<file path="src/hw/rtl/edf_pkg.sv">
// Package for the EDF task list manager: widths, action and status codes.
// No dependencies.
package edf_pkg;
  localparam int MaxTasks     = 16;
  localparam int DeadlineBits = 32;
  localparam int IdxW         = $clog2(MaxTasks);
  localparam int CntW         = $clog2(MaxTasks + 1);

  typedef logic [3:0]              task_id_t;
  typedef logic [DeadlineBits-1:0] deadline_t;
  typedef logic [IdxW-1:0]         idx_t;
  typedef logic [CntW-1:0]         cnt_t;

  localparam logic [2:0] ActInsert    = 3'd0;
  localparam logic [2:0] ActExtract   = 3'd1;
  localparam logic [2:0] ActResched   = 3'd2;
  localparam logic [2:0] ActToWait    = 3'd3;
  localparam logic [2:0] ActWaitReady = 3'd4;
  localparam logic [2:0] ActToTimer   = 3'd5;
  localparam logic [2:0] ActTimerRdy  = 3'd6;
  localparam logic [2:0] ActNop       = 3'd7;

  localparam logic [1:0] StOk       = 2'd0;
  localparam logic [1:0] StFull     = 2'd1;
  localparam logic [1:0] StNotFound = 2'd2;
  localparam logic [1:0] StEmpty    = 2'd3;

  typedef struct packed {
    logic [2:0] action;
    task_id_t   task_id;
    deadline_t  deadline;
  } edf_in_t;

  typedef struct packed {
    task_id_t   running_task;
    logic       running_is_idle;
    task_id_t   moved_task;
    logic [1:0] status;
  } edf_out_t;
endpackage

</file>
<file path="src/hw/rtl/edf_if.sv">
// Valid/ready channel interfaces for the EDF task list manager.
// Depends on edf_pkg.
interface edf_in_if;
  import edf_pkg::*;
  logic    valid;
  logic    ready;
  edf_in_t data;
  modport source (output valid, output data, input ready);
  modport sink (input valid, input data, output ready);
endinterface

interface edf_out_if;
  import edf_pkg::*;
  logic     valid;
  logic     ready;
  edf_out_t data;
  modport source (output valid, output data, input ready);
  modport sink (input valid, input data, output ready);
endinterface

</file>
<file path="src/hw/rtl/edf_task_list_manager.sv">
// EDF task list manager: sorted ready queue, waiting and timer lists.
// Depends on edf_pkg and edf_if.
// One item at a time. A sequencer walks the lists one entry per cycle: a
// search of a source list, a one-slot shift per cycle for pops and list
// removals, then a sorted insert that scans from the tail, moving one entry
// up per cycle with a single deadline comparator. The longest item is a move
// back to ready, which searches, shifts and inserts. The result sits in an
// output register and the next item is taken once it has been transferred.
module edf_task_list_manager (
  input  logic              clk,
  input  logic              rst,
  input  logic              cfg_we,
  input  edf_pkg::task_id_t cfg_wdata,
  edf_in_if.sink            in_ch,
  edf_out_if.source         out_ch
);
  import edf_pkg::*;

  localparam logic [2:0] S_IDLE   = 3'd0;
  localparam logic [2:0] S_SEARCH = 3'd1;
  localparam logic [2:0] S_RMLIST = 3'd2;
  localparam logic [2:0] S_POP    = 3'd3;
  localparam logic [2:0] S_INS    = 3'd4;
  localparam logic [2:0] S_DONE   = 3'd5;

  task_id_t  rdy_id [MaxTasks];
  deadline_t rdy_dl [MaxTasks];
  task_id_t  wt_id  [MaxTasks];
  task_id_t  tm_id  [MaxTasks];
  cnt_t      rdy_cnt, wt_cnt, tm_cnt;
  task_id_t  idle_id;

  logic [2:0] state;
  task_id_t   tid;
  deadline_t  dl;
  cnt_t       ptr;
  logic       use_tm;
  logic       reins;
  task_id_t   moved;
  logic [1:0] st;
  logic       out_valid;
  edf_out_t   out_data;

  cnt_t     src_cnt;
  task_id_t src_entry;
  idx_t     p_idx;
  idx_t     pm1;
  always_comb begin
    src_cnt   = use_tm ? tm_cnt : wt_cnt;
    p_idx     = ptr[IdxW-1:0];
    pm1       = p_idx - idx_t'(1);
    src_entry = use_tm ? tm_id[p_idx] : wt_id[p_idx];
  end

  assign in_ch.ready  = (state == S_IDLE) && !out_valid;
  assign out_ch.valid = out_valid;
  assign out_ch.data  = out_data;

  always_ff @(posedge clk) begin
    if (rst) begin
      state     <= S_IDLE;
      rdy_cnt   <= '0;
      wt_cnt    <= '0;
      tm_cnt    <= '0;
      idle_id   <= 4'd15;
      out_valid <= 1'b0;
    end else begin
      if (cfg_we) idle_id <= cfg_wdata;
      if (out_valid && out_ch.ready) out_valid <= 1'b0;
      unique case (state)
        S_IDLE: begin
          if (in_ch.valid && in_ch.ready) begin
            tid    <= in_ch.data.task_id;
            dl     <= in_ch.data.deadline;
            moved  <= '0;
            st     <= StOk;
            reins  <= 1'b0;
            use_tm <= (in_ch.data.action == ActToTimer) ||
                      (in_ch.data.action == ActTimerRdy);
            ptr    <= '0;
            case (in_ch.data.action)
              ActInsert: begin
                if (rdy_cnt == cnt_t'(MaxTasks)) begin
                  st    <= StFull;
                  state <= S_DONE;
                end else begin
                  moved <= in_ch.data.task_id;
                  ptr   <= rdy_cnt;
                  state <= S_INS;
                end
              end
              ActExtract, ActResched: begin
                if (rdy_cnt == '0) begin
                  st    <= StEmpty;
                  state <= S_DONE;
                end else begin
                  moved <= rdy_id[0];
                  tid   <= rdy_id[0];
                  reins <= in_ch.data.action == ActResched;
                  ptr   <= cnt_t'(1);
                  state <= S_POP;
                end
              end
              ActToWait, ActToTimer: begin
                if (rdy_cnt == '0) begin
                  st    <= StEmpty;
                  state <= S_DONE;
                end else if ((in_ch.data.action == ActToWait ? wt_cnt : tm_cnt)
                             == cnt_t'(MaxTasks)) begin
                  st    <= StFull;
                  state <= S_DONE;
                end else begin
                  moved <= rdy_id[0];
                  if (in_ch.data.action == ActToWait) begin
                    wt_id[wt_cnt[IdxW-1:0]] <= rdy_id[0];
                    wt_cnt <= wt_cnt + cnt_t'(1);
                  end else begin
                    tm_id[tm_cnt[IdxW-1:0]] <= rdy_id[0];
                    tm_cnt <= tm_cnt + cnt_t'(1);
                  end
                  ptr   <= cnt_t'(1);
                  state <= S_POP;
                end
              end
              ActWaitReady, ActTimerRdy: state <= S_SEARCH;
              default: state <= S_DONE;
            endcase
          end
        end
        S_SEARCH: begin
          if (ptr == src_cnt) begin
            st    <= StNotFound;
            state <= S_DONE;
          end else if (src_entry == tid) begin
            if (rdy_cnt == cnt_t'(MaxTasks)) begin
              st    <= StFull;
              state <= S_DONE;
            end else begin
              ptr   <= ptr + cnt_t'(1);
              state <= S_RMLIST;
            end
          end else begin
            ptr <= ptr + cnt_t'(1);
          end
        end
        S_RMLIST: begin
          // shift later entries down over the found slot
          if (ptr == src_cnt) begin
            if (use_tm) tm_cnt <= tm_cnt - cnt_t'(1);
            else wt_cnt <= wt_cnt - cnt_t'(1);
            moved <= tid;
            ptr   <= rdy_cnt;
            state <= S_INS;
          end else begin
            if (use_tm) tm_id[pm1] <= tm_id[p_idx];
            else wt_id[pm1] <= wt_id[p_idx];
            ptr <= ptr + cnt_t'(1);
          end
        end
        S_POP: begin
          if (ptr == rdy_cnt) begin
            rdy_cnt <= rdy_cnt - cnt_t'(1);
            ptr     <= rdy_cnt - cnt_t'(1);
            state   <= reins ? S_INS : S_DONE;
          end else begin
            rdy_id[pm1] <= rdy_id[p_idx];
            rdy_dl[pm1] <= rdy_dl[p_idx];
            ptr <= ptr + cnt_t'(1);
          end
        end
        S_INS: begin
          // scan from tail; entries later than dl move up one slot
          if (ptr != '0 && rdy_dl[pm1] > dl) begin
            rdy_id[p_idx] <= rdy_id[pm1];
            rdy_dl[p_idx] <= rdy_dl[pm1];
            ptr <= ptr - cnt_t'(1);
          end else begin
            rdy_id[p_idx] <= tid;
            rdy_dl[p_idx] <= dl;
            rdy_cnt <= rdy_cnt + cnt_t'(1);
            state   <= S_DONE;
          end
        end
        S_DONE: begin
          out_valid <= 1'b1;
          out_data.running_is_idle <= rdy_cnt == '0;
          out_data.running_task <= (rdy_cnt == '0) ? idle_id : rdy_id[0];
          out_data.moved_task <= moved;
          out_data.status <= st;
          state <= S_IDLE;
        end
        default: state <= S_IDLE;
      endcase
    end
  end

  a_cnt_range: assert property (@(posedge clk) disable iff (rst)
    rdy_cnt <= cnt_t'(MaxTasks) && wt_cnt <= cnt_t'(MaxTasks) &&
    tm_cnt <= cnt_t'(MaxTasks)) else $error("list count overflow");
  a_no_take_busy: assert property (@(posedge clk) disable iff (rst)
    (state != S_IDLE) |-> !in_ch.ready) else $error("ready while busy");
  a_idle_flag: assert property (@(posedge clk) disable iff (rst)
    $rose(out_valid) |-> (out_data.running_is_idle == (rdy_cnt == '0)))
    else $error("idle flag mismatch");
  a_bad_moved: assert property (@(posedge clk) disable iff (rst)
    (out_valid && out_data.status != StOk) |-> out_data.moved_task == '0)
    else $error("moved task on error");
endmodule

</file>
<file path="src/flat_wrapper.sv">
// flat-port wrapper written by rule: the top's interface ports become plain ports
module edf_task_list_manager_flat import edf_pkg::*;
  (clk, rst, cfg_we, cfg_wdata, in_ch_valid, in_ch_data, in_ch_ready, out_ch_valid, out_ch_data, out_ch_ready);
  edf_in_if in_ch_i ();
  edf_out_if out_ch_i ();
  input  logic clk;
  input  logic rst;
  input  logic cfg_we;
  input  edf_pkg::task_id_t cfg_wdata;
  input wire logic [$bits(in_ch_i.valid)-1:0] in_ch_valid;
  input wire logic [$bits(in_ch_i.data)-1:0] in_ch_data;
  output wire logic [$bits(in_ch_i.ready)-1:0] in_ch_ready;
  output wire logic [$bits(out_ch_i.valid)-1:0] out_ch_valid;
  output wire logic [$bits(out_ch_i.data)-1:0] out_ch_data;
  input wire logic [$bits(out_ch_i.ready)-1:0] out_ch_ready;
  assign in_ch_i.valid = in_ch_valid;
  assign in_ch_i.data = in_ch_data;
  assign in_ch_ready = in_ch_i.ready;
  assign out_ch_valid = out_ch_i.valid;
  assign out_ch_data = out_ch_i.data;
  assign out_ch_i.ready = out_ch_ready;
  edf_task_list_manager u_core (.clk(clk), .rst(rst), .cfg_we(cfg_we), .cfg_wdata(cfg_wdata), .in_ch(in_ch_i), .out_ch(out_ch_i));
endmodule
</file>
<file path="config.mk">
export PLATFORM = sky130hd
export DESIGN_NAME = edf_task_list_manager_flat
export DESIGN_NICKNAME = d
export VERILOG_FILES = /design/src/hw/rtl/edf_pkg.sv /design/src/hw/rtl/edf_if.sv /design/src/hw/rtl/edf_task_list_manager.sv /design/src/flat_wrapper.sv
export SDC_FILE = /design/constraint.sdc
export NUM_CORES = 1
export LEC_CHECK = 0
export BUFFER_PORTS_ARGS = -buffer_cell sky130_fd_sc_hd__clkbuf_2
export CAP_MARGIN = 40
export CORE_UTILIZATION = 45
export DETAILED_ROUTE_END_ITERATION = 6
export GPL_ROUTABILITY_DRIVEN = 0
export SLEW_MARGIN = 40
export SYNTH_ARGS = -nofsm -noshare
export SYNTH_HDL_FRONTEND = slang
export SYNTH_SLANG_ARGS = --single-unit
</file>
<file path="constraint.sdc">
create_clock -name clk -period 6.84 [get_ports clk]
set_clock_uncertainty 0.05 [all_clocks]
set_input_delay 0.342 -clock clk [delete_from_list [all_inputs] [get_ports clk]]
set_output_delay 0.342 -clock clk [all_outputs]
set_load 0.01 [all_outputs]
</file>
==> results.sh, run 1 <==
export IMPL_rsz0062_at_grt="false"
export IMPL_synthFlopType="edfxtp_1"
export IMPL_synthTopCellsByArea="edfxtp_1, mux4_2, mux2i_1"
export IMPL_synth_cell_types=59
export IMPL_grt_met2_usage_pct=38.10
export IMPL_synthCells=2099
export IMPL_rr_worst_depth=13
export IMPL_min_to="u_core.tid[0]$_DFFE_PP_"
export IMPL_drc=0
export IMPL_ys_async_sr_fraction_pct=0
export IMPL_syn_area_per_cell_um2=17.80
export IMPL_fin_nets=2303
export IMPL_max_freq_mhz=168.6
export IMPL_antenna_left=0
export IMPL_dp_hpwl_um=55810
export IMPL_worstReg2RegStart="u_core.ptr[0]$_DFFE_PP_"
export IMPL_critPathArrivalTime_ns=6.23
export IMPL_grt_pass1_vias=21790
export IMPL_fp_coreArea_mm2=0.08211
export IMPL_num_rows=105
export IMPL_ir_drop_v=0.0004963
export IMPL_clockBufferDepth=3
export IMPL_diodes=0
export IMPL_h_tree_depth=3
export IMPL_ys_seq_area_share_pct=62.84
export IMPL_vias=21470
export IMPL_dieArea_mm2=0.08420
export IMPL_io_pins=61
export IMPL_area_growth_syn_to_layout_pct=14.64
export IMPL_powerDensity_mw_per_mm2=505.3
export IMPL_fin_crit_ns=5.931
export IMPL_clkTransAtPathRegs_ns=0.05
export IMPL_hold_path_depth=2
export IMPL_critPathKind="flip-flop to flip-flop"
export IMPL_timing_reg2reg_setup_slack_ns=0.91
export IMPL_cts_sinks=791
export IMPL_drive_gt1_share_pct=30.73
export IMPL_required_ns=7.14
export IMPL_fin_hold_ws_ns=0.06876
export IMPL_die_w_um=290.2
export IMPL_drt_iter0_markers=2427
export IMPL_grt_met3_usage_pct=3.656
export IMPL_start_util_pct=45.51
export IMPL_timing_rr_end="u_core.rdy_dl[11][21]$_DFFE_PP_"
export IMPL_post_drt_via_cell_ratio=6.411
export IMPL_min_from="in_ch_data[32]"
export IMPL_grt_first_pass_wirelength_um=144800
export IMPL_maxCapViolCount=0
export IMPL_netlist_area_leader_share_pct=61.39
export IMPL_io_buffers=60
export IMPL_worstMarginPinSlew_ns=0.8897
export IMPL_cp_start_kind="flip-flop"
export IMPL_track_usage_pct=23.34
export IMPL_routed_wl_um=97740
export IMPL_setup_viol=0
export IMPL_hold_viol=0
export IMPL_netlist_area_mm2=0.03737
export IMPL_grt_antenna_before_repair=0
export IMPL_die_height_um=290.2
export IMPL_status="completed"
export IMPL_slew_viol_final=0
export IMPL_cts_tree="built"
export IMPL_endpoint_kind="flip-flop"
export IMPL_hold_class="input pin to flip-flop"
export IMPL_routedWlPerCell_um=29.19
export IMPL_yosysTopAreaCell="edfxtp_1"
export IMPL_leakage_nw=14.05
export IMPL_grt_max_degree=65
export IMPL_drtPass1Iterations=6
export IMPL_synth_seq_cells=791
export IMPL_synth_edf_count=764
export IMPL_synth_warnings=0
export IMPL_cts_buffers=87
export IMPL_synth_nets=2192
export IMPL_busiest_layer="met2"
export IMPL_clk_latency_ns=0.64
export IMPL_relSlewSlack_pct=40.69
export IMPL_crit_fanout=44
export IMPL_overflow=0
export IMPL_post_route_period_util_pct=86.71
export IMPL_setup_tns_ns=0
export IMPL_grt_met1_usage_pct=32.51
export IMPL_cts_setup_buffers=0
export IMPL_clockRootBuffer="clkbuf_16"
## Yosys cell counts (all sizes together), types with 29 or more instances
master and number:
buf 40, o21ai 65, clkbuf 101, ha 43
nand2 97, mux4 364, inv 55, a22oi 30
nor2 124, a31oi 29, mux2i 105, a21oi 45
edfxtp 764
## flip-flops by register name, indices dropped and copies added, names as in the netlist, named ones only
register / flops
u_core.dl: 32
u_core.idle_id: 4
u_core.moved: 4
u_core.out_ch.data: 11
u_core.out_ch.valid: 1
u_core.ptr: 5
u_core.rdy_cnt: 5
u_core.rdy_dl: 512
u_core.rdy_id: 64
u_core.reins: 1
u_core.st: 2
u_core.state: 3
u_core.tid: 4
u_core.tm_cnt: 5
u_core.tm_id: 64
u_core.use_tm: 1
u_core.wt_cnt: 5
u_core.wt_id: 64
## worst max-delay path by stage
stage,cells past startpoint,slack [ns],start,end
after floorplan,17,1.25,u_core.ptr[0]$_DFFE_PP_,u_core.rdy_dl[0][10]$_DFFE_PP_
after global placement,13,0.58,u_core.ptr[1]$_DFFE_PP_,u_core.rdy_dl[14][21]$_DFFE_PP_
after detailed placement,13,0.56,u_core.ptr[1]$_DFFE_PP_,u_core.rdy_dl[15][21]$_DFFE_PP_
after CTS,13,0.54,u_core.ptr[0]$_DFFE_PP_,u_core.rdy_dl[11][21]$_DFFE_PP_
after global routing,13,0.61,u_core.ptr[1]$_DFFE_PP_,u_core.rdy_dl[10][21]$_DFFE_PP_
final,13,0.91,u_core.ptr[0]$_DFFE_PP_,u_core.rdy_dl[11][21]$_DFFE_PP_
## cells in the final DEF (no fill, tap or decap), types with 6 or more instances in the layout
master and count:
a32oi_1 6, nand4_1 20, buf_4 33, clkinv_2 13
nor3_1 22, clkinv_1 12, nand3_1 28, mux2_2 8
mux2i_1 105, xnor2_1 17, a22oi_1 30, xor2_1 17
dlygate4sd3_1 41, clkbuf_2 60, nor2_1 107, a21oi_1 44
o21ai_2 40, inv_2 6, buf_6 12, mux4_2 364
clkinvlp_4 6, edfxtp_1 764, clkbuf_1 20, buf_12 10
nor2b_1 11, dfxtp_1 23, ha_1 42, bufinv_16 10
nor4_1 6, a221oi_1 7, nor2_4 17, clkbuf_16 89
inv_1 49, o21ai_0 13, a31oi_1 25, o21ai_1 11
nand2_1 96, a21o_1 7
## stage by stage
| stage | total power [mW] | worst slack, ns | cell area (um2) | instances | util, % |
|---|---|---|---|---|---|
| 2_1_floorplan | 13.96 | 1.254 | 37370 | 2099 | - |
| 3_3_place_gp | 16.67 | 0.5845 | 39110 | 3139 | 47.63 |
| 3_5_place_dp | 16.92 | 0.5636 | 39430 | 3150 | 48.02 |
| 4_1_cts | 21.67 | 0.5444 | 42700 | 3348 | 52.00 |
| 5_1_grt | 22.70 | 0.6126 | 42840 | 3348 | 52.18 |
| 6_report | 21.65 | 0.9089 | 42840 | 3348 | 52.18 |
## timing repair
item / CTS / global route
resized for setup: 0 / 0
hold buffers: 41 / 0
endpoints found under the hold margin: 37 / 0
## critical path, stage by stage (launching register included)
cell,delay (ns)
edfxtp_1,0.51
inv_2,0.18
ha_4,0.83
buf_12,0.36
mux4_2,0.37
mux4_2,0.51
ha_1,0.31
nand4_1,0.23
nor4_1,0.70
a32oi_1,0.25
o21ai_4,0.12
buf_4,0.49
mux2i_1,0.19
o21ai_2,0.50
## layout make-up
cell class / count / area [um2]
clock buffer: 109 / 2302
clock inverter: 48 / 559.3
fill: 6462 / 39270
inverter: 55 / 206.4
multi-input combinational: 1112 / 13500
sequential: 791 / 23500
tap: 1070 / 1339
timing repair buffer: 163 / 1436
## layer usage
metal  routed length (um)  up-vias
met5                    0        -
met4                 2659        0
met3                 6423      185
met2                48380      959
met1                40280    11350
li1                     -     8969
## kinds of logic (layout without fill, tap and decap cells)
| group | Yosys count | count (layout) | share of synthesized area, % |
|---|---|---|---|
| buffers and inverters | 196 | 375 | 2.012 |
| AOI/OAI and AO/OA | 214 | 214 | 3.603 |
| muxes | 480 | 480 | 25.08 |
| and+or+nand+nor | 336 | 336 | 4.051 |
| adders and majority gates | 45 | 45 | 1.547 |
| DFF | 791 | 791 | 62.84 |
| xor gates and xnor gates | 37 | 37 | 0.8672 |
## power by group
| part | switching [mW] | internal, mW | total (mW) |
|---|---|---|---|
| logic | 5.56 | 4.25 | 9.81 |
| clock network | 1.93 | 2.78 | 4.71 |
| registers | 0.388 | 6.74 | 7.13 |
| total | 7.88 | 13.8 | 21.6 |
(Power assumes the default switching activity.)
==> run 2, diff against run 1 <==
CAP_MARGIN = 20   (was 40)
MAX_ROUTING_LAYER = met4   (was not set)
==> run 2 against run 1 <==
Die area stayed put. Combinational power hardly changed. First-iteration DRC count is 4.4% lower. Critical path depth stayed put. Global-route usage is 0.62 points higher. Register-to-register slack worse by 0.03 ns. Cell count is 0.12% higher. Flip-flop and latch count stayed put. Clock power is 1% higher. Hold slack worse by 0.025 ns. Sequential power hardly changed. Non-clock buffer count stayed put.
==> results.sh, run 2 (synthesized netlist as in run 1, its figures left out) <==
export IMPL_cts_sinks=791
export IMPL_clock_power_share_pct=22.0
export IMPL_setup_viol=0
export IMPL_critPathLaunch="u_core.ptr[1]$_DFFE_PP_"
export IMPL_cts_resized=0
export IMPL_dp_hpwl_um=55870
export IMPL_routedWlPerCell_um=29.13
export IMPL_io_buffers=60
export IMPL_clkTransAtPathRegs_ns=0.06
export IMPL_die_w_um=290.2
export IMPL_io_pins=61
export IMPL_layout_commonest_cell="edfxtp_1"
export IMPL_drive_gt1_share_pct=30.76
export IMPL_drt_iter0_markers=2320
export IMPL_drc=0
export IMPL_rsz0062_at_grt="false"
export IMPL_overflow=0
export IMPL_fin_ws_ns=0.8769
export IMPL_die_height_um=290.2
export IMPL_drtPass1Iterations=6
export IMPL_diodes=0
export IMPL_timing_reg2reg_setup_slack_ns=0.88
export IMPL_cts_setup_buffers=0
export IMPL_ir_drop_v=0.0003734
export IMPL_internal_power_mw=13.82
export IMPL_largest_register_ffs=512
export IMPL_required_ns=7.30
export IMPL_clockBufferDepth=3
export IMPL_max_freq_mhz=167.7
export IMPL_critPathArrivalTime_ns=6.42
export IMPL_largest_register="u_core.rdy_dl"
export IMPL_fin_crit_ns=5.963
export IMPL_cts_tree="built"
export IMPL_p_total_mw=21.70
export IMPL_post_route_period_util_pct=87.18
export IMPL_hold_class="input pin to flip-flop"
export IMPL_fin_nets=2302
export IMPL_antenna_left=0
export IMPL_clk_latency_ns=0.66
export IMPL_seqPwrFrac_pct=32.9
export IMPL_grt_first_pass_wirelength_um=144100
export IMPL_slew_viol_final=0
export IMPL_fp_coreArea_mm2=0.08211
export IMPL_critPathKind="flip-flop to flip-flop"
export IMPL_powerDensity_mw_per_mm2=505.9
export IMPL_maxCapViolCount=0
export IMPL_hold_viol=0
export IMPL_grt_max_degree=65
export IMPL_track_usage_pct=23.97
export IMPL_h_tree_depth=3
export IMPL_post_drt_via_cell_ratio=6.379
export IMPL_cts_buffers=86
export IMPL_layout_cells_non_filler=3352
export IMPL_setup_tns_ns=0
export IMPL_grt_pass1_vias=21680
export IMPL_swShare_pct=36.31
export IMPL_area_growth_syn_to_layout_pct=14.77
export IMPL_cts_hold_buffers_added=41
export IMPL_worstReg2RegStart="u_core.ptr[1]$_DFFE_PP_"
export IMPL_grt_antenna_before_repair=0
export IMPL_start_util_pct=45.51
export IMPL_rr_worst_depth=13
export IMPL_status="completed"
export IMPL_dieArea_mm2=0.08420
export IMPL_endpoint_kind="flip-flop"
export IMPL_worstMarginPinSlew_ns=0.8533
export IMPL_relSlewSlack_pct=43.12
export IMPL_clockRootBuffer="clkbuf_16"
export IMPL_routed_wl_um=97650
export IMPL_cp_start_kind="flip-flop"
export IMPL_crit_fanout=44
export IMPL_leakage_nw=14.10
export IMPL_dp_slack_ns=0.5648
export IMPL_p_switching_mw=7.879
export IMPL_num_rows=105
export IMPL_post_place_cells=3150
export IMPL_comb_power_share_pct=45.1
export IMPL_vias=21380
export IMPL_mostFrequentLayoutCells="edfxtp_1, mux4_2, nor2_1"
==> run 2: cell count changes in the layout (fill, tap and decap cells not counted), moves of 2 or more <==
cell,previous run,this run
bufinv_16,10,13
clkbuf_1,20,17
clkbuf_16,89,86
clkinv_1,12,17
clkinv_2,13,21
clkinvlp_4,6,0
inv_16,1,3
==> run 2: power groups by stage <==
| stage | Sequential [mW] | Combinational [mW] | Clock (mW) |
|---|---|---|---|
| 2_1_floorplan | 6.90 | 7.06 | 0 |
| 4_1_cts | 7.16 | 9.73 | 4.85 |
| 3_3_place_gp | 7.27 | 9.40 | 0 |
| 5_1_grt | 7.17 | 10.6 | 5.04 |
| 6_report | 7.13 | 9.79 | 4.78 |
| 3_5_place_dp | 7.26 | 9.66 | 0 |
==> run 2: worst min path at each step <==
stage	depth (start not counted)	end	slack, ns	startpoint
final	2	u_core.tid[0]$_DFFE_PP_	0.04	in_ch_data[32]
after global routing	2	u_core.tid[1]$_DFFE_PP_	0.01	in_ch_data[33]
after CTS	2	u_core.tid[1]$_DFFE_PP_	0.01	in_ch_data[33]
after detailed placement	0	u_core.out_ch.data[3]$_DFFE_PP_	0.36	u_core.moved[1]$_DFFE_PP_
after global placement	0	u_core.out_ch.data[2]$_DFFE_PP_	0.36	u_core.moved[0]$_DFFE_PP_
after floorplan	0	u_core.out_ch.data[0]$_DFFE_PP_	0.35	u_core.st[0]$_DFFE_PP_
==> run 2: stage by stage <==
| step | hold slack (ns) | util, % | cell area [um2] |
|---|---|---|---|
| 2_1_floorplan | 0.3503 | - | 37370 |
| 3_3_place_gp | 0.3614 | 47.63 | 39110 |
| 4_1_cts | 0.01031 | 52.07 | 42750 |
| 5_1_grt | 0.01069 | 52.23 | 42890 |
| 6_report | 0.04353 | 52.23 | 42890 |
| 3_5_place_dp | 0.3566 | 48.02 | 39430 |
==> run 2: worst max-delay path: stages, from the launching register on <==
cell and delay [ns]:
edfxtp_1 0.49, inv_1 0.19, ha_4 0.82, buf_12 0.36
mux4_2 0.37, mux4_2 0.51, ha_1 0.31, nand4_1 0.23
a2111oi_1 0.83, o31a_1 0.27, o211ai_1 0.22, a21bo_2 0.29
a31oi_2 0.46, mux2_2 0.40
==> run 2: routing by layer <==
layer,track usage [%],share of wire (%),vias up
met5,-,0,-
met4,6.227,2.4,0
met3,3.220,6.3,154
met2,38.38,50,893
met1,32.57,42,11390
li1,-,-,8948
==> run 2: final cells by class <==
class / instances / area [um2]
Tap cell: 1070 / 1339
Inverter: 55 / 206.4
Multi-Input combinational cell: 1112 / 13500
Fill cell: 6514 / 39220
Timing Repair Buffer: 163 / 1436
Clock inverter: 58 / 696.9
Sequential cell: 791 / 23500
Clock buffer: 103 / 2216
